## config.mk

```make
export PLATFORM = sky130hd
export DESIGN_NAME = body_gesture_hysteresis_detector
export DESIGN_NICKNAME = d
export VERILOG_FILES = /design/src/hdl/bghd_pkg.sv /design/src/hdl/bghd_div.sv /design/src/hdl/bghd_detect.sv /design/src/hdl/body_gesture_hysteresis_detector.sv
export VERILOG_INCLUDE_DIRS = /design/src /design/src/hdl
export SDC_FILE = /design/constraint.sdc
export NUM_CORES = 1
export LEC_CHECK = 0
export BUFFER_PORTS_ARGS = -buffer_cell sky130_fd_sc_hd__buf_2
export CAP_MARGIN = 20
export CORE_ASPECT_RATIO = 1.25
export CORE_MARGIN = 4
export CORE_UTILIZATION = 45
export DETAILED_ROUTE_END_ITERATION = 6
export PLACE_DENSITY_LB_ADDON = 0.2
export SYNTH_ARGS = -nofsm -noshare
export SYNTH_HDL_FRONTEND = slang
export SYNTH_SLANG_ARGS = --single-unit
export TNS_END_PERCENT = 20
```

## constraint.sdc

```tcl
create_clock -name clk -period 14.3 [get_ports clk]
set_clock_uncertainty 0.1 [all_clocks]
set_input_delay 2.86 -clock clk [delete_from_list [all_inputs] [get_ports clk]]
set_output_delay 2.86 -clock clk [all_outputs]
set_load 0.02 [all_outputs]
```

## src/hdl/body_gesture_hysteresis_detector_defines.svh

```systemverilog
// ----------------------------------------------------------------------------
// body gesture hysteresis detector assertion macros
// shared assertion forms for the detector rtl
// ----------------------------------------------------------------------------
`ifndef BODY_GESTURE_HYSTERESIS_DETECTOR_DEFINES_SVH
`define BODY_GESTURE_HYSTERESIS_DETECTOR_DEFINES_SVH

// condition implies consequence in the same cycle
`define BGHD_ASSERT_SAME(lbl, clk, rst_n, ante, cons, msg) \
  lbl: assert property (@(posedge clk) disable iff (!rst_n) (ante) |-> (cons)) \
    else $error(msg);

// condition implies consequence in the next cycle
`define BGHD_ASSERT_NEXT(lbl, clk, rst_n, ante, cons, msg) \
  lbl: assert property (@(posedge clk) disable iff (!rst_n) (ante) |=> (cons)) \
    else $error(msg);

`endif

```

## src/hdl/bghd_pkg.sv

```systemverilog
// ----------------------------------------------------------------------------
// bghd_pkg
// shared types, widths, register indexes and reset values of the detector
// ----------------------------------------------------------------------------
package bghd_pkg;

  // field widths
  localparam int unsigned POS_W     = 13;
  localparam int unsigned HGT_W     = 12;
  localparam int unsigned TIME_W    = 32;
  localparam int unsigned CAL_W     = 11;
  localparam int unsigned THR_W     = 12;
  localparam int unsigned COOL_W    = 16;
  localparam int unsigned LANE_W    = 2;
  localparam int unsigned CFG_IDX_W = 3;
  localparam int unsigned CFG_DAT_W = 16;

  // default calibration depth limit
  localparam int unsigned DEF_MAX_CALIB = 1024;

  // register indexes
  localparam logic [CFG_IDX_W-1:0] REG_CALIB_FRAMES  = 3'd0;
  localparam logic [CFG_IDX_W-1:0] REG_JUMP_THRESH   = 3'd1;
  localparam logic [CFG_IDX_W-1:0] REG_JUMP_COOLDOWN = 3'd2;
  localparam logic [CFG_IDX_W-1:0] REG_CROUCH_THRESH = 3'd3;
  localparam logic [CFG_IDX_W-1:0] REG_LANE_ENTER    = 3'd4;
  localparam logic [CFG_IDX_W-1:0] REG_LANE_EXIT     = 3'd5;

  // register reset values
  localparam logic [CAL_W-1:0]  RST_CALIB_FRAMES  = 11'd30;
  localparam logic [THR_W-1:0]  RST_JUMP_THRESH   = 12'd150;
  localparam logic [COOL_W-1:0] RST_JUMP_COOLDOWN = 16'd300;
  localparam logic [THR_W-1:0]  RST_CROUCH_THRESH = 12'd150;
  localparam logic [THR_W-1:0]  RST_LANE_ENTER    = 12'd250;
  localparam logic [THR_W-1:0]  RST_LANE_EXIT     = 12'd150;

  // lane codes, two's complement
  localparam logic [LANE_W-1:0] LANE_LEFT   = 2'b11;
  localparam logic [LANE_W-1:0] LANE_CENTRE = 2'b00;
  localparam logic [LANE_W-1:0] LANE_RIGHT  = 2'b01;

  // detection thresholds
  typedef struct packed {
    logic [THR_W-1:0]  rise_min;
    logic [COOL_W-1:0] rise_gap_ms;
    logic [THR_W-1:0]  drop_min;
    logic [THR_W-1:0]  side_in;
    logic [THR_W-1:0]  side_out;
  } bghd_thr_t;

  // tracking state carried from frame to frame
  typedef struct packed {
    logic              airborne;
    logic              crouch_held;
    logic [LANE_W-1:0] lane;
    logic [TIME_W-1:0] last_jump;
    logic              jump_seen;
  } bghd_st_t;

  // event flags of one frame
  typedef struct packed {
    logic jump;
    logic crouch_on;
    logic crouch_off;
    logic step_left;
    logic step_right;
  } bghd_evt_t;

  // divider status
  typedef struct packed {
    logic busy;
    logic done;
  } bghd_div_stat_t;

endpackage

```

## src/hdl/bghd_div.sv

```systemverilog
// ----------------------------------------------------------------------------
// bghd_div
// restoring serial divider, one quotient bit per cycle, unsigned operands
// ----------------------------------------------------------------------------
module bghd_div #(
  parameter int unsigned DVD_W = 24,
  parameter int unsigned DVS_W = 11
) (
  input  logic                   clk,
  input  logic                   rst_n,
  input  logic                   start,
  input  logic [DVD_W-1:0]       dividend,
  input  logic [DVS_W-1:0]       divisor,
  output bghd_pkg::bghd_div_stat_t stat,
  output logic [DVD_W-1:0]       quotient
);

  localparam int unsigned ITER_W = $clog2(DVD_W + 1);

  logic                busy_r, busy_nxt;
  logic                done_r, done_nxt;
  logic [ITER_W-1:0]   iter_r, iter_nxt;
  logic [DVD_W-1:0]    acc_r, acc_nxt;
  logic [DVS_W-1:0]    rem_r, rem_nxt;
  logic [DVS_W-1:0]    dvs_r, dvs_nxt;
  logic [DVS_W:0]      rem_sh;
  logic [DVS_W:0]      rem_sub;
  logic                fits;

  // one trial subtraction of the shifted remainder
  assign rem_sh  = {rem_r, acc_r[DVD_W-1]};
  assign fits    = rem_sh >= {1'b0, dvs_r};
  assign rem_sub = rem_sh - {1'b0, dvs_r};

  // iteration control
  always_comb begin
    busy_nxt = busy_r;
    done_nxt = 1'b0;
    iter_nxt = iter_r;
    acc_nxt  = acc_r;
    rem_nxt  = rem_r;
    dvs_nxt  = dvs_r;
    if (busy_r) begin
      acc_nxt  = {acc_r[DVD_W-2:0], fits};
      rem_nxt  = fits ? rem_sub[DVS_W-1:0] : rem_sh[DVS_W-1:0];
      iter_nxt = iter_r - 1'b1;
      if (iter_r == ITER_W'(1)) begin
        busy_nxt = 1'b0;
        done_nxt = 1'b1;
      end
    end else if (start) begin
      busy_nxt = 1'b1;
      iter_nxt = ITER_W'(DVD_W);
      acc_nxt  = dividend;
      rem_nxt  = '0;
      dvs_nxt  = divisor;
    end
  end

  // control registers
  always_ff @(posedge clk) begin
    if (!rst_n) begin
      busy_r <= 1'b0;
      done_r <= 1'b0;
      iter_r <= '0;
    end else begin
      busy_r <= busy_nxt;
      done_r <= done_nxt;
      iter_r <= iter_nxt;
    end
  end

  // datapath registers
  always_ff @(posedge clk) begin
    acc_r <= acc_nxt;
    rem_r <= rem_nxt;
    dvs_r <= dvs_nxt;
  end

  assign stat.busy = busy_r;
  assign stat.done = done_r;
  assign quotient  = acc_r;

endmodule

```

## src/hdl/bghd_detect.sv

```systemverilog
// ----------------------------------------------------------------------------
// bghd_detect
// jump, crouch and lane decisions of one frame against the baseline
// ----------------------------------------------------------------------------
module bghd_detect (
  input  logic signed [bghd_pkg::POS_W-1:0]  pos_x,
  input  logic [bghd_pkg::HGT_W-1:0]         body_height,
  input  logic [bghd_pkg::TIME_W-1:0]        time_ms,
  input  logic signed [bghd_pkg::POS_W-1:0]  base_pos,
  input  logic [bghd_pkg::HGT_W-1:0]         base_hgt,
  input  bghd_pkg::bghd_thr_t                thr,
  input  bghd_pkg::bghd_st_t                 st,
  output bghd_pkg::bghd_st_t                 st_nxt,
  output bghd_pkg::bghd_evt_t                evt
);

  localparam int unsigned CW = 18;

  logic signed [bghd_pkg::HGT_W:0] rel_h;
  logic signed [bghd_pkg::POS_W:0] rel_x;
  logic signed [CW-1:0]            rh, rx, rh2, rh10;
  logic signed [CW-1:0]            jt, ct, ct7, le, lx;
  logic [bghd_pkg::TIME_W-1:0]     dt;
  logic                            cool_ok;

  // offsets from the baseline
  assign rel_h = $signed({1'b0, body_height}) - $signed({1'b0, base_hgt});
  assign rel_x = (bghd_pkg::POS_W+1)'(pos_x) - (bghd_pkg::POS_W+1)'(base_pos);

  // widen for exact compares
  assign rh   = CW'(rel_h);
  assign rx   = CW'(rel_x);
  assign rh2  = rh <<< 1;
  assign rh10 = (rh <<< 3) + (rh <<< 1);
  assign jt   = $signed({{(CW-bghd_pkg::THR_W){1'b0}}, thr.rise_min});
  assign ct   = $signed({{(CW-bghd_pkg::THR_W){1'b0}}, thr.drop_min});
  assign ct7  = (ct <<< 3) - ct;
  assign le   = $signed({{(CW-bghd_pkg::THR_W){1'b0}}, thr.side_in});
  assign lx   = $signed({{(CW-bghd_pkg::THR_W){1'b0}}, thr.side_out});

  // cooldown since the last reported jump, modulo 2^32
  assign dt      = time_ms - st.last_jump;
  assign cool_ok = !st.jump_seen ||
                   (dt >= {{(bghd_pkg::TIME_W-bghd_pkg::COOL_W){1'b0}}, thr.rise_gap_ms});

  always_comb begin
    st_nxt = st;
    evt    = '0;

    // jump rise with cooldown, release below half threshold
    if (!st.airborne && (rh > jt)) begin
      st_nxt.airborne = 1'b1;
      if (cool_ok) begin
        evt.jump         = 1'b1;
        st_nxt.last_jump = time_ms;
        st_nxt.jump_seen = 1'b1;
      end
    end else if (st.airborne && (rh2 < jt)) begin
      st_nxt.airborne = 1'b0;
    end

    // crouch hysteresis, release at 0.7 of threshold
    if (!st.crouch_held && (rh < -ct)) begin
      st_nxt.crouch_held = 1'b1;
      evt.crouch_on      = 1'b1;
    end else if (st.crouch_held && (rh10 > -ct7)) begin
      st_nxt.crouch_held = 1'b0;
      evt.crouch_off     = 1'b1;
    end

    // lane enter and exit hysteresis
    unique case (st.lane)
      bghd_pkg::LANE_CENTRE: begin
        if (rx < -le) begin
          st_nxt.lane   = bghd_pkg::LANE_LEFT;
          evt.step_left = 1'b1;
        end else if (rx > le) begin
          st_nxt.lane    = bghd_pkg::LANE_RIGHT;
          evt.step_right = 1'b1;
        end
      end
      bghd_pkg::LANE_LEFT: begin
        if (rx > -lx) begin
          st_nxt.lane    = bghd_pkg::LANE_CENTRE;
          evt.step_right = 1'b1;
        end
      end
      bghd_pkg::LANE_RIGHT: begin
        if (rx < lx) begin
          st_nxt.lane   = bghd_pkg::LANE_CENTRE;
          evt.step_left = 1'b1;
        end
      end
      default: begin
        st_nxt.lane = st.lane;
      end
    endcase
  end

endmodule

```

## src/hdl/body_gesture_hysteresis_detector.sv

```systemverilog
// ----------------------------------------------------------------------------
// body_gesture_hysteresis_detector
// per-frame jump, crouch and lane detection after a baseline calibration
//
// channel  direction  handshake              payload
// in_      input      in_valid / in_ready    pos_x, body_height, time_ms
// out_     output     out_valid / out_ready  event flags, current_lane, crouching
// cfg_     input      cfg_valid / cfg_ready  cfg_index, cfg_data
//
// a frame passes through the EXEC and FIN states to the output register, one item at
// a time, so a new frame is taken only once the last is in the output register;
// the frame that ends calibration runs the serial divider twice, for the
// position sum in DIVP and then the height sum in DIVH.
// reset is synchronous, active low, and clears all control and tracking state.
// a waiting result holds in the output register; the next frame is taken
// while it waits and stalls only before its own result is loaded.
// cfg_ready is always high.
// ----------------------------------------------------------------------------
`include "body_gesture_hysteresis_detector_defines.svh"

module body_gesture_hysteresis_detector #(
  parameter int unsigned MAX_CALIB = bghd_pkg::DEF_MAX_CALIB
) (
  input  logic                                  clk,
  input  logic                                  rst_n,
  input  logic                                  in_valid,
  output logic                                  in_ready,
  input  logic signed [bghd_pkg::POS_W-1:0]     in_pos_x,
  input  logic [bghd_pkg::HGT_W-1:0]            in_body_height,
  input  logic [bghd_pkg::TIME_W-1:0]           in_time_ms,
  output logic                                  out_valid,
  input  logic                                  out_ready,
  output logic                                  out_calibrating,
  output logic                                  out_jump,
  output logic                                  out_crouch_start,
  output logic                                  out_crouch_end,
  output logic                                  out_lane_left,
  output logic                                  out_lane_right,
  output logic signed [bghd_pkg::LANE_W-1:0]    out_current_lane,
  output logic                                  out_crouching,
  input  logic                                  cfg_valid,
  output logic                                  cfg_ready,
  input  logic [bghd_pkg::CFG_IDX_W-1:0]        cfg_index,
  input  logic [bghd_pkg::CFG_DAT_W-1:0]        cfg_data
);

  localparam int unsigned CNT_W  = $clog2(MAX_CALIB + 1);
  localparam int unsigned SUMP_W = bghd_pkg::POS_W + CNT_W;
  localparam int unsigned SUMH_W = bghd_pkg::HGT_W + CNT_W;
  localparam int unsigned DVD_W  = SUMP_W;
  localparam int unsigned CMP_W  = (CNT_W > bghd_pkg::CAL_W) ? CNT_W : bghd_pkg::CAL_W;

  // sequencer states
  localparam logic [2:0] ST_IDLE = 3'd0;
  localparam logic [2:0] ST_EXEC = 3'd1;
  localparam logic [2:0] ST_DIVP = 3'd2;
  localparam logic [2:0] ST_DIVH = 3'd3;
  localparam logic [2:0] ST_FIN  = 3'd4;

  logic [2:0]                          state_r, state_nxt;

  // configuration registers
  logic [bghd_pkg::CAL_W-1:0]          calib_frames_r;
  bghd_pkg::bghd_thr_t                 thr_r;

  // captured frame
  logic signed [bghd_pkg::POS_W-1:0]   pos_x_r;
  logic [bghd_pkg::HGT_W-1:0]          height_r;
  logic [bghd_pkg::TIME_W-1:0]         time_r;

  // calibration state
  logic                                calibrated_r, calibrated_nxt;
  logic [CNT_W-1:0]                    cnt_r, cnt_nxt;
  logic signed [SUMP_W-1:0]            sum_pos_r, sum_pos_nxt;
  logic [SUMH_W-1:0]                   sum_hgt_r, sum_hgt_nxt;
  logic signed [bghd_pkg::POS_W-1:0]   base_pos_r, base_pos_nxt;
  logic [bghd_pkg::HGT_W-1:0]          base_hgt_r, base_hgt_nxt;
  logic                                pos_neg_r, pos_neg_nxt;

  // tracking state and pending result
  bghd_pkg::bghd_st_t                  trk_r, trk_nxt, det_st;
  bghd_pkg::bghd_evt_t                 det_evt;
  bghd_pkg::bghd_evt_t                 res_evt_r, res_evt_nxt;
  logic                                res_cal_r, res_cal_nxt;

  // output register
  logic                                out_valid_r, out_valid_nxt;
  bghd_pkg::bghd_evt_t                 out_evt_r, out_evt_nxt;
  logic                                out_cal_r, out_cal_nxt;
  logic [bghd_pkg::LANE_W-1:0]         out_lane_r, out_lane_nxt;
  logic                                out_crouch_r, out_crouch_nxt;

  // divider hookup
  logic                                div_start;
  logic [DVD_W-1:0]                    div_dvd;
  logic [CNT_W-1:0]                    div_dvs;
  bghd_pkg::bghd_div_stat_t            div_stat;
  logic [DVD_W-1:0]                    div_q;

  // calibration length and completion test
  logic [CMP_W-1:0]                    cal_w, cal_max, cal_target;
  logic [CNT_W-1:0]                    cnt_inc;
  logic                                cal_done;
  logic signed [SUMP_W-1:0]            sum_pos_acc;
  logic [SUMP_W-1:0]                   sum_pos_mag;
  logic [bghd_pkg::POS_W-1:0]          q_pos;
  logic                                lane_legal;

  assign cal_w      = CMP_W'(calib_frames_r);
  assign cal_max    = CMP_W'(MAX_CALIB);
  assign cal_target = (cal_w > cal_max) ? cal_max :
                      ((cal_w == '0) ? CMP_W'(1) : cal_w);
  assign cnt_inc    = cnt_r + 1'b1;
  assign cal_done   = CMP_W'(cnt_inc) >= cal_target;
  assign sum_pos_acc = sum_pos_r + SUMP_W'(pos_x_r);
  assign sum_pos_mag = sum_pos_acc[SUMP_W-1] ? (SUMP_W'(0) - sum_pos_acc) : sum_pos_acc;
  assign q_pos       = div_q[bghd_pkg::POS_W-1:0];

  // configuration writes
  assign cfg_ready = 1'b1;

  always_ff @(posedge clk) begin
    if (!rst_n) begin
      calib_frames_r    <= bghd_pkg::RST_CALIB_FRAMES;
      thr_r.rise_min    <= bghd_pkg::RST_JUMP_THRESH;
      thr_r.rise_gap_ms <= bghd_pkg::RST_JUMP_COOLDOWN;
      thr_r.drop_min    <= bghd_pkg::RST_CROUCH_THRESH;
      thr_r.side_in     <= bghd_pkg::RST_LANE_ENTER;
      thr_r.side_out    <= bghd_pkg::RST_LANE_EXIT;
    end else if (cfg_valid) begin
      unique case (cfg_index)
        bghd_pkg::REG_CALIB_FRAMES:  calib_frames_r    <= cfg_data[bghd_pkg::CAL_W-1:0];
        bghd_pkg::REG_JUMP_THRESH:   thr_r.rise_min    <= cfg_data[bghd_pkg::THR_W-1:0];
        bghd_pkg::REG_JUMP_COOLDOWN: thr_r.rise_gap_ms <= cfg_data;
        bghd_pkg::REG_CROUCH_THRESH: thr_r.drop_min    <= cfg_data[bghd_pkg::THR_W-1:0];
        bghd_pkg::REG_LANE_ENTER:    thr_r.side_in     <= cfg_data[bghd_pkg::THR_W-1:0];
        bghd_pkg::REG_LANE_EXIT:     thr_r.side_out    <= cfg_data[bghd_pkg::THR_W-1:0];
        default: begin
        end
      endcase
    end
  end

  // frame capture
  assign in_ready = (state_r == ST_IDLE);

  always_ff @(posedge clk) begin
    if (in_valid && in_ready) begin
      pos_x_r  <= in_pos_x;
      height_r <= in_body_height;
      time_r   <= in_time_ms;
    end
  end

  // event logic
  bghd_detect u_detect (
    .pos_x       (pos_x_r),
    .body_height (height_r),
    .time_ms     (time_r),
    .base_pos    (base_pos_r),
    .base_hgt    (base_hgt_r),
    .thr         (thr_r),
    .st          (trk_r),
    .st_nxt      (det_st),
    .evt         (det_evt)
  );

  // shared serial divider for the baseline
  bghd_div #(
    .DVD_W (DVD_W),
    .DVS_W (CNT_W)
  ) u_div (
    .clk      (clk),
    .rst_n    (rst_n),
    .start    (div_start),
    .dividend (div_dvd),
    .divisor  (div_dvs),
    .stat     (div_stat),
    .quotient (div_q)
  );

  // sequencer
  always_comb begin
    state_nxt      = state_r;
    calibrated_nxt = calibrated_r;
    cnt_nxt        = cnt_r;
    sum_pos_nxt    = sum_pos_r;
    sum_hgt_nxt    = sum_hgt_r;
    base_pos_nxt   = base_pos_r;
    base_hgt_nxt   = base_hgt_r;
    pos_neg_nxt    = pos_neg_r;
    trk_nxt        = trk_r;
    res_evt_nxt    = res_evt_r;
    res_cal_nxt    = res_cal_r;
    out_valid_nxt  = out_valid_r && !out_ready;
    out_evt_nxt    = out_evt_r;
    out_cal_nxt    = out_cal_r;
    out_lane_nxt   = out_lane_r;
    out_crouch_nxt = out_crouch_r;
    div_start      = 1'b0;
    div_dvd        = sum_pos_mag;
    div_dvs        = cnt_inc;

    unique case (state_r)
      ST_IDLE: begin
        if (in_valid) begin
          state_nxt = ST_EXEC;
        end
      end
      ST_EXEC: begin
        if (!calibrated_r) begin
          // accumulate a calibration frame
          sum_pos_nxt = sum_pos_acc;
          sum_hgt_nxt = sum_hgt_r + SUMH_W'(height_r);
          cnt_nxt     = cnt_inc;
          res_cal_nxt = 1'b1;
          res_evt_nxt = '0;
          if (cal_done) begin
            pos_neg_nxt = sum_pos_acc[SUMP_W-1];
            div_start   = 1'b1;
            state_nxt   = ST_DIVP;
          end else begin
            state_nxt = ST_FIN;
          end
        end else begin
          trk_nxt     = det_st;
          res_cal_nxt = 1'b0;
          res_evt_nxt = det_evt;
          state_nxt   = ST_FIN;
        end
      end
      ST_DIVP: begin
        // position quotient, then start the height division
        if (div_stat.done) begin
          base_pos_nxt = pos_neg_r ? $signed(bghd_pkg::POS_W'(0) - q_pos) : $signed(q_pos);
          div_dvd      = DVD_W'(sum_hgt_r);
          div_dvs      = cnt_r;
          div_start    = 1'b1;
          state_nxt    = ST_DIVH;
        end
      end
      ST_DIVH: begin
        if (div_stat.done) begin
          base_hgt_nxt   = div_q[bghd_pkg::HGT_W-1:0];
          calibrated_nxt = 1'b1;
          state_nxt      = ST_FIN;
        end
      end
      ST_FIN: begin
        // load the output register once it is free
        if (!out_valid_r || out_ready) begin
          out_valid_nxt  = 1'b1;
          out_evt_nxt    = res_evt_r;
          out_cal_nxt    = res_cal_r;
          out_lane_nxt   = trk_r.lane;
          out_crouch_nxt = trk_r.crouch_held;
          state_nxt      = ST_IDLE;
        end
      end
      default: begin
        state_nxt = ST_IDLE;
      end
    endcase
  end

  // control and tracking registers
  always_ff @(posedge clk) begin
    if (!rst_n) begin
      state_r      <= ST_IDLE;
      calibrated_r <= 1'b0;
      cnt_r        <= '0;
      sum_pos_r    <= '0;
      sum_hgt_r    <= '0;
      base_pos_r   <= '0;
      base_hgt_r   <= '0;
      trk_r        <= '0;
      out_valid_r  <= 1'b0;
    end else begin
      state_r      <= state_nxt;
      calibrated_r <= calibrated_nxt;
      cnt_r        <= cnt_nxt;
      sum_pos_r    <= sum_pos_nxt;
      sum_hgt_r    <= sum_hgt_nxt;
      base_pos_r   <= base_pos_nxt;
      base_hgt_r   <= base_hgt_nxt;
      trk_r        <= trk_nxt;
      out_valid_r  <= out_valid_nxt;
    end
  end

  // payload registers
  always_ff @(posedge clk) begin
    pos_neg_r    <= pos_neg_nxt;
    res_evt_r    <= res_evt_nxt;
    res_cal_r    <= res_cal_nxt;
    out_evt_r    <= out_evt_nxt;
    out_cal_r    <= out_cal_nxt;
    out_lane_r   <= out_lane_nxt;
    out_crouch_r <= out_crouch_nxt;
  end

  // output ports
  assign out_valid        = out_valid_r;
  assign out_calibrating  = out_cal_r;
  assign out_jump         = out_evt_r.jump;
  assign out_crouch_start = out_evt_r.crouch_on;
  assign out_crouch_end   = out_evt_r.crouch_off;
  assign out_lane_left    = out_evt_r.step_left;
  assign out_lane_right   = out_evt_r.step_right;
  assign out_current_lane = $signed(out_lane_r);
  assign out_crouching    = out_crouch_r;

  // lane register holds one of the three lane codes
  assign lane_legal = (trk_r.lane == bghd_pkg::LANE_LEFT) ||
                      (trk_r.lane == bghd_pkg::LANE_CENTRE) ||
                      (trk_r.lane == bghd_pkg::LANE_RIGHT);

  // checks
  `BGHD_ASSERT_NEXT(a_one_frame, clk, rst_n, in_valid && in_ready, !in_ready, "frame accepted while busy")
  `BGHD_ASSERT_SAME(a_cal_quiet, clk, rst_n, out_valid && out_calibrating, out_evt_r == '0, "events during calibration")
  `BGHD_ASSERT_SAME(a_lane_code, clk, rst_n, 1'b1, lane_legal, "illegal lane code")
  `BGHD_ASSERT_SAME(a_cnt_max, clk, rst_n, 1'b1, CMP_W'(cnt_r) <= cal_max, "calibration count past limit")
  `BGHD_ASSERT_NEXT(a_cal_end, clk, rst_n, !calibrated_r && !(state_r == ST_DIVH && div_stat.done), !calibrated_r, "calibration ended outside the division")

endmodule

```

==> impl_metrics.toml, run 1 <==
[synth]
yosys.area.top_type_share_pct = 17.2
ys_ff_latch = 326
synthTopCellsByArea = "dfxtp_1, edfxtp_1, ha_1"
async_flop_share_pct = 0
seq_area_frac_synth_pct = 32.0
ys_warn_count = 0
avgSynthCellArea_um2 = 8.36
synth_edf_count = 119
synth_cells = 2881
netlist_area_um2 = 24100
synth_nets = 3243
ys.flop_type = "dfxtp_1"
synth_cell_type_count = 88
synth_top_area_cell = "dfxtp_1"

[power]
intPower_uw = 1770
p_switching_uw = 801
p_comb_share_pct = 23.7
clockPowerShare_pct = 36.5
p_leak_uw = 0.0104
seq_power_share_pct = 39.7
switching_share_pct = 31.2
power_uw = 2570
ir_drop_mv = 0.0961
powerDensity_nw_per_um2 = 98.0

[setup_path]
crit_chain = "ha_1, nor2b_1, o2111ai_1, and3_1, o31ai_2, a21oi_1, xnor2_1, ha_1, a2111oi_0, o221ai_1, nor4_1, o2111ai_1, nor4_4, and4_1, buf_4, nand4_1, o311ai_1"
slowest_delay_ns = 0.73
crit_fanout = 18
critPathLaunchType = "register"
cp.required_ns = 14.65
critPathKind = "register to register"
cp_slowest_cell = "and4_1"
crit_path_end_kind = "register"
cp.arrival_ns = 6.15

[cts]
cts-resized-gates = 0
clock-sinks = 326
htreeDepth = 2
cts_root_buf = "clkbuf_16"
clkLatencyLatePin_ns = 0.56
clkSlewWorstSetupHoldPaths_ns = 0.06
cts_inserted_buffers = 38
postCtsSetupRepairBufs = 0
cts-hold-fix-buffers = 0
clockBufferDepth = 3
cts_tree = "done"

[floorplanning]
pin_count = 93
die_x_um = 215
start_util_pct = 45.6
rows = 94
die_h_um = 267
coreArea_um2 = 52800
die_area_um2 = 57300

[grt]
grt_use_met2_pct = 40.9
antenna_found_initial = 0
grt_use_met3_pct = 2.72
grt_pass1_vias = 20700
busiest_layer = "met2"
grt_overflow = 0
use_met1_pct = 28.5
groute.usage.overall_pct = 22.8
grt_max_degree = 104
grt_first_pass_wirelength_um = 108000

[finish]
layout_common_cells = "nand2_1, ha_1, a21oi_1"
synthToLayoutAreaGrowth_pct = 8.89
drive_gt1_share_pct = 7.19
final_cell_area_um2 = 26200
postLayoutCoreUtil_pct = 49.7
diodes = 0
final_cells = 3607
nets = 3268
final_common_cell = "nand2_1"

[timing]
max_freq_mhz = 172
setup_viol = 0
layout_min_cycle_time_ns = 5.80
slew_headroom_pct = 25.5
timing.final.max_slew_violations = 0
hold_viol = 0
tns_ns = 0
fin_crit_sh_pct = 40.5
rsz0062_at_grt = "false"
worst_pin_slew_ns = 1.12

[drt]
drtAntennaViolNets = 0
viasPerCell = 5.86
dr.pass1.iters = 7
post_drt_wl_per_cell_um = 18.6
detail_route.iter0.violations = 1293
drc = 0
wl_um = 67100
vias = 21100

[place]
dp.cells = 3537
place_area_um2 = 25000
dp_hpwl_um = 49800
io_buffers = 91
place_congestion = 0.933

[min_path]
hp-class = "register to register"

[status]
outcome = "complete, no violations"

[job]
drv_cap = 0
## critical path, delay by kind of cell, from the launching register on
kind	cells	cell delay [ns]
adders and majority gates	2	0.62
AOI/OAI and AO/OA	7	2.03
DFF	1	0.45
and+or+nand+nor	6	1.91
buffers and inverters	1	0.38
xor gates and xnor gates	1	0.19
## cells by family after synthesis
group,count (synthesis),share of synthesized area (%)
xor gates and xnor gates,185,6.78
adders and majority gates,282,14.9
other,1,0.0156
buffers and inverters,340,5.54
DFF,326,32.0
muxes,23,0.956
and+or+nand+nor,956,18.8
AOI/OAI and AO/OA,768,21.0
## power by group through the flow
stage          sequential [uW]  clock (uW)  combinational (uW)
2_1_floorplan             1030           0                 448
3_3_place_gp              1040           0                 589
3_5_place_dp              1040           0                 605
4_1_cts                   1020         968                 608
5_1_grt                   1020        1000                 684
6_report                  1020         939                 609
## cell type report
class | instances | area (um^2)
repair buffers | 112 | 636
well taps | 672 | 841
multi-input cells | 2215 | 15100
clock buffers | 50 | 1040
fillers | 5036 | 26600
inverters | 213 | 805
flip-flops and latches | 326 | 7720
clock inverters | 19 | 135
## layer usage
layer	part of all wire, %	vias up	wire length (um)
li1	-	10500	-
met1	44	10100	29500
met2	49	463	33100
met3	3.7	112	2490
met4	3.0	0	2040
met5	0	-	0
## synthesized netlist by cell type, types with 6 or more instances
master and instances:
nand2_1 367, ha_1 274, a21oi_1 255, inv_1 209
dfxtp_1 207, nor2_1 189, xnor2_1 127, edfxtp_1 119
clkbuf_1 112, o21ai_0 98, nand4_1 70, nand3_1 69
nor3_1 59, xor2_1 57, a21o_1 47, o21a_1 44
a211oi_1 42, o2111ai_1 41, o211ai_1 37, and3_1 36
nor2b_1 32, o311ai_1 31, a31oi_1 27, nand2b_1 24
mux2i_1 23, or3_1 21, and2_1 20, or2_2 19
o21ai_1 17, o31ai_1 17, nor4_1 15, a2111oi_0 11
o21bai_1 8, or4_1 8, fa_1 7, o221ai_1 7
a21boi_0 6, a311oi_1 6, buf_6 6, nor3b_1 6
o41ai_1 6
## flip-flops by register name (all words and copies together) (netlist names), 12 cells and up
| name | flops |
|---|---|
| sum_hgt_r | 23 |
| sum_pos_r | 24 |
| trk_r | 37 |
| thr_r | 64 |
| base_pos_r | 13 |
| time_r | 32 |
| base_hgt_r | 12 |
| pos_x_r | 13 |
| u_div.quotient | 24 |
| height_r | 12 |
## final timing paths
kind,endpoint,slack (ns),startpoint,cells after the start
worst max register to register,trk_r[15],8.50,time_r[1],17
worst min register to register,out_calibrating,0.32,res_cal_r,0
worst max-delay path,trk_r[15],8.50,time_r[1],17
worst min-delay path,out_calibrating,0.32,res_cal_r,0
## through the flow
| stage | hold slack [ns] | worst slack (ns) |
|---|---|---|
| finish | 0.318 | 8.50 |
| global route | 0.333 | 7.98 |
| CTS | 0.319 | 8.53 |
| detailed placement | 0.306 | 8.59 |
| global placement | 0.304 | 8.82 |
| floorplan | 0.300 | 9.56 |
Power figures use the tool's default switching activity.
==> inputs of run 2 (changes only) <==
- ABC_AREA: unset -> 1
- clock period: 14.3 -> 5.4 ns (I/O delays scaled with it)
==> impl_metrics.toml, run 2 <==
[floorplanning]
die_h_um = 270
die_area_um2 = 58800
coreArea_um2 = 54100
start_util_pct = 45.7
pin_count = 93
die_x_um = 218
rows = 95

[synth]
synth.most_common_cell = "nand2_1"
netlist_area_um2 = 24700
async_flop_share_pct = 0
synth_cells = 3466
ys_warn_count = 0
yosys.area.top_type_share_pct = 16.8
synthAdderAreaFrac_pct = 14.4
synth_cell_type_count = 54
synthTopCellsByCount = "nand2_1, inv_1, a21oi_1"
avgSynthCellArea_um2 = 7.13
yosys-mux-area-fraction_pct = 0
synthTopCellsByArea = "dfxtp_1, edfxtp_1, ha_1"
ys.flop_type = "dfxtp_1"
synth_nets = 3828
synth_compound_area_share_pct = 15.1
ys_ff_latch = 326
synth_edf_count = 119
seq_area_frac_synth_pct = 31.2
synth-xor-area-share_pct = 4.74
synth_simple_gate_area_share_pct = 24.4
synth_top_area_cell = "dfxtp_1"
synth_top_family_by_area = "simple AND/OR/NAND/NOR gates"

[power]
intPower_uw = 7890
powerDensity_nw_per_um2 = 538
clockPowerShare_pct = 18.8
switching_share_pct = 46.1
power_uw = 14600
ir_drop_mv = 0.384
seq_power_share_pct = 25.8
p_switching_uw = 6740
p_leak_uw = 0.0129
p_comb_share_pct = 55.4

[finish]
regMostFlops = "thr_r"
largestRegisters = "thr_r x64, trk_r x37, time_r x32"
drive_gt1_share_pct = 6.56
final_common_cell = "nand2_1"
largest_reg_flops = 64
synthToLayoutAreaGrowth_pct = 10.1
nets = 3902
layout_common_cells = "nand2_1, inv_1, a21oi_1"

[drt]
post_drt_wl_per_cell_um = 15.3
vias = 22100
wl_um = 65600
drc = 0
viasPerCell = 5.13
drtAntennaViolNets = 0
dr.pass1.iters = 6
detail_route.iter0.violations = 1175

[cts]
postCtsSetupRepairBufs = 0
clockBufferDepth = 3
htreeDepth = 2
cts_inserted_buffers = 39
cts_tree = "done"
clock-sinks = 326
cts_root_buf = "clkbuf_16"
clkSlewWorstSetupHoldPaths_ns = 0.05
clkLatencyLatePin_ns = 0.56

[timing]
tns_ns = 0
max_freq_mhz = 209
slew_headroom_pct = 40.2
worst_pin_slew_ns = 0.895
rsz0062_at_grt = "false"
setup_viol = 0
whs_ns = 0.318
fin_crit_sh_pct = 88.7
layout_min_cycle_time_ns = 4.79
hold_viol = 0
timing.final.max_slew_violations = 0

[setup_path]
critPathLaunchType = "register"
cp.arrival_ns = 4.98
crit_path_end_kind = "register"
crit_fanout = 5
r2r_cells = 26
cp.required_ns = 5.60
critPathKind = "register to register"

[status]
outcome = "complete, no violations"

[place]
place_congestion = 0.911
dp_hpwl_um = 50900
io_buffers = 91

[min_path]
whs_path_depth = 0
hp-class = "register to register"

[grt]
grt_pass1_vias = 20800
grt_overflow = 0
grt_first_pass_wirelength_um = 106000
grt_max_degree = 87
groute.usage.overall_pct = 21.8
antenna_found_initial = 0

[job]
drv_cap = 0
## run 2: changes by cell type after synthesis, sizes merged, moves of 35 or more
cell     change
a21o        -38
a21oi       +75
and3        -35
clkbuf      -57
inv        +340
nand2      +410
nand3      +121
nor2       +118
o2111ai     -37
o21a        -40
o21ai      +108
xnor2       -95
xor2        +44
## run 2: layout make-up
class	instances	area (um^2)
antenna	1	2.50
clock buffer	56	1110
clock inverter	14	206
fill	5521	26900
inverter	553	2080
multi-input combinational	2507	14500
sequential	326	7720
tap	727	910
timing repair buffer	113	636
## run 2: layer usage
layer  GRT usage [%]  share of wire, %  vias to the layer above
met3            2.77               3.5                      106
met5               0                 0                        -
met1            27.5                45                     9972
met2            38.8                49                      344
li1                -                 -                    11600
met4            6.61               3.0                        0
## run 2: logic make-up after synthesis
| group | after synthesis |
|---|---|
| and+or+nand+nor | 1412 |
| AOI/OAI and AO/OA | 680 |
| buffers and inverters | 633 |
| DFF | 326 |
| adders and majority gates | 281 |
| xor gates and xnor gates | 133 |
| other | 1 |
## run 2: path summary, 6_finish.rpt
kind,startpoint,to,slack (ns)
min reg2reg,res_cal_r,out_calibrating,0.32
max reg2reg,height_r[0],res_evt_r[2],0.61
min,res_cal_r,out_calibrating,0.32
max,height_r[0],res_evt_r[2],0.61
## run 2: power groups by stage
stage	registers, uW	logic, uW	clock network (uW)
after floorplan	3680	6160	0
after global placement	3820	8040	0
after detailed placement	3820	8100	0
after CTS	3780	8150	2820
after global routing	3830	9340	2930
final	3770	8110	2750
## run 2: timing repair
item	CTS	global route
setup endpoints to repair	0	2
hold buffers	0	0
resized for setup	0	1
## run 2: stage by stage
| stage | setup WS (ns) | std cells | util, % | cell area [um^2] |
|---|---|---|---|---|
| after floorplan | 0.585 | 3466 | - | 24700 |
| after global placement | 0.523 | 4226 | 47.8 | 25900 |
| after detailed placement | 0.464 | 4226 | 47.8 | 25900 |
| after CTS | 0.467 | 4296 | 50.3 | 27200 |
| after global routing | 0.154 | 4296 | 50.3 | 27200 |
| final | 0.611 | 4297 | 50.3 | 27200 |
## run 2: critical path: stages, from the launching register on
cell,delay [ns]
edfxtp_1,0.35
inv_1,0.05
ha_1,0.22
fa_1,0.45
o21bai_1,0.19
xor2_1,0.20
buf_4,0.18
ha_1,0.27
nand2_1,0.08
nor2_1,0.04
a211oi_1,0.28
o21ai_0,0.18
a21oi_1,0.16
o21bai_1,0.10
nand3_1,0.09
nand2_1,0.08
nand3b_1,0.11
nand2_1,0.06
nand2_1,0.06
nand2_1,0.05
ha_1,0.27
nand4_1,0.15
nor3_1,0.16
nand3_1,0.08
or4_1,0.41
nand3_1,0.12
nor2_1,0.05
==> inputs of run 3 (changes only) <==
- CELL_PAD_IN_SITES_DETAIL_PLACEMENT: unset -> 1
- CELL_PAD_IN_SITES_GLOBAL_PLACEMENT: unset -> 2
- CORE_UTILIZATION: 45 -> 37
==> impl_metrics.toml, run 3 (synthesis gave the netlist of run 2 again) <==
[status]
outcome = "complete, no violations"

[timing]
layout_min_cycle_time_ns = 4.93
hold_viol = 0
setup_viol = 0
fin_crit_sh_pct = 91.3
whs_ns = 0.332
slew_headroom_pct = 39.9
rsz0062_at_grt = "false"
worst_slack_ns = 0.470
worst_pin_slew_ns = 0.900
tns_ns = 0
timing.final.max_slew_violations = 0
max_freq_mhz = 203

[grt]
use_met1_pct = 26.7
groute.usage.overall_pct = 22.1
grt_first_pass_wirelength_um = 128000
grt_max_degree = 67
grt_use_met2_pct = 41.0
grt_pass1_vias = 24500
grt_use_met3_pct = 2.20
antenna_found_initial = 1
busiest_layer = "met2"
grt_overflow = 0

[finish]
largestRegisters = "thr_r x64, trk_r x37, time_r x32"
layout_common_cells = "nand2_1, inv_1, a21oi_1"
diodes = 0
regMostFlops = "thr_r"
nets = 3905
synthToLayoutAreaGrowth_pct = 10.9
final_common_cell = "nand2_1"
drive_gt1_share_pct = 6.71
final_cells = 4431
largest_reg_flops = 64

[drt]
viasPerCell = 5.18
detail_route.iter0.violations = 1043
wl_um = 79800
vias = 23000
drc = 0
dr.pass1.iters = 5
post_drt_wl_per_cell_um = 18.0
drtAntennaViolNets = 0

[cts]
clock-sinks = 326
htreeDepth = 2
cts-hold-fix-buffers = 0
clkLatencyLatePin_ns = 0.59
cts_inserted_buffers = 40
cts_root_buf = "clkbuf_16"
clkSlewWorstSetupHoldPaths_ns = 0.06
clockBufferDepth = 3
cts_tree = "done"

[power]
ir_drop_mv = 0.248
p_leak_uw = 0.0129
powerDensity_nw_per_um2 = 554
power_uw = 15200

[place]
dp.cells = 4356
dp_hpwl_um = 63400
io_buffers = 91
place_congestion = 0.883
post-place-ws_ns = 0.281

[floorplanning]
coreArea_um2 = 66000
die_h_um = 297
rows = 105
pin_count = 93
die_area_um2 = 71000
die_x_um = 239
start_util_pct = 37.5

[setup_path]
critPathLaunchType = "register"
crit_fanout = 6
critPathKind = "register to register"
cp.required_ns = 5.72
cp.arrival_ns = 5.25
crit_path_end_kind = "register"

[min_path]
hp-class = "register to register"

[job]
drv_cap = 0
-- run 3: cell types whose count changed in the layout (fill, tap and decap cells not counted), moves of 2 or more --
cell        change
clkbuf_8        -3
clkinv_1        +3
clkinvlp_4      +3
clkinv_8        +3
clkbuf_1        -2
o21ai_1         +2
o21ai_0         -2
inv_6           -2
-- run 3: power breakdown --
| part | leakage, uW | switching [uW] | total (uW) | internal, uW |
|---|---|---|---|---|
| Combinational | 0.00946 | 5660 | 8570 | 2900 |
| Clock | 0.000650 | 1160 | 2810 | 1650 |
| Sequential | 0.00280 | 449 | 3810 | 3360 |
| Total | 0.0129 | 7270 | 15200 | 7910 |
-- run 3: per-stage QoR --
stage	util, %	instance area (um^2)
CTS	41.6	27400
global placement	39.5	26100
finish	41.6	27400
detailed placement	39.5	26100
global route	41.6	27400
floorplan	-	24700
-- run 3: worst max-delay path, stage by stage, from the launching register on --
cell,delay [ns]
edfxtp_1,0.40
ha_1,0.40
nand2_1,0.08
nand2_1,0.08
inv_1,0.05
nand2_1,0.14
xor2_1,0.16
buf_4,0.16
inv_1,0.07
fa_1,0.46
o21ai_1,0.24
a21oi_1,0.10
inv_1,0.06
a21oi_1,0.08
o21ai_0,0.33
nand3b_1,0.13
nand2_1,0.12
a21oi_1,0.07
o21bai_1,0.13
ha_1,0.26
nand2_1,0.06
a21oi_1,0.06
a211oi_1,0.25
o2111ai_1,0.18
a21oi_1,0.15
nand3_1,0.15
o21ai_0,0.18
a21oi_1,0.08
-- run 3: repair_timing --
action,4_1_cts,5_1_grt
buffers inserted,0,1
gates resized for setup,0,4
endpoints found under the setup margin,0,2
-- run 3: cell type report --
class / instances / area, um^2
clock buffer: 51 / 1060
clock inverter: 23 / 285
fill: 8404 / 38500
inverter: 553 / 2080
multi-input combinational: 2507 / 14600
sequential: 326 / 7720
tap: 856 / 1070
timing repair buffer: 115 / 663
-- run 3: path summary, 6_finish.rpt --
| kind | startpoint | to | slack (ns) | depth (start not counted) |
|---|---|---|---|---|
| worst min register to register | res_evt_r[3] | out_crouch_start | 0.33 | 0 |
| worst max-delay path | height_r[2] | trk_r[35] | 0.47 | 27 |
| worst max register to register | height_r[2] | trk_r[35] | 0.47 | 27 |
| worst min-delay path | res_evt_r[3] | out_crouch_start | 0.33 | 0 |
-- run 3: layer usage --
metal | wire [um] | up-vias | share of wire (%)
li1 | - | 11600 | -
met1 | 34600 | 11000 | 43
met2 | 40700 | 237 | 51
met3 | 1890 | 117 | 2.4
met4 | 2570 | 0 | 3.2
met5 | 0 | - | 0
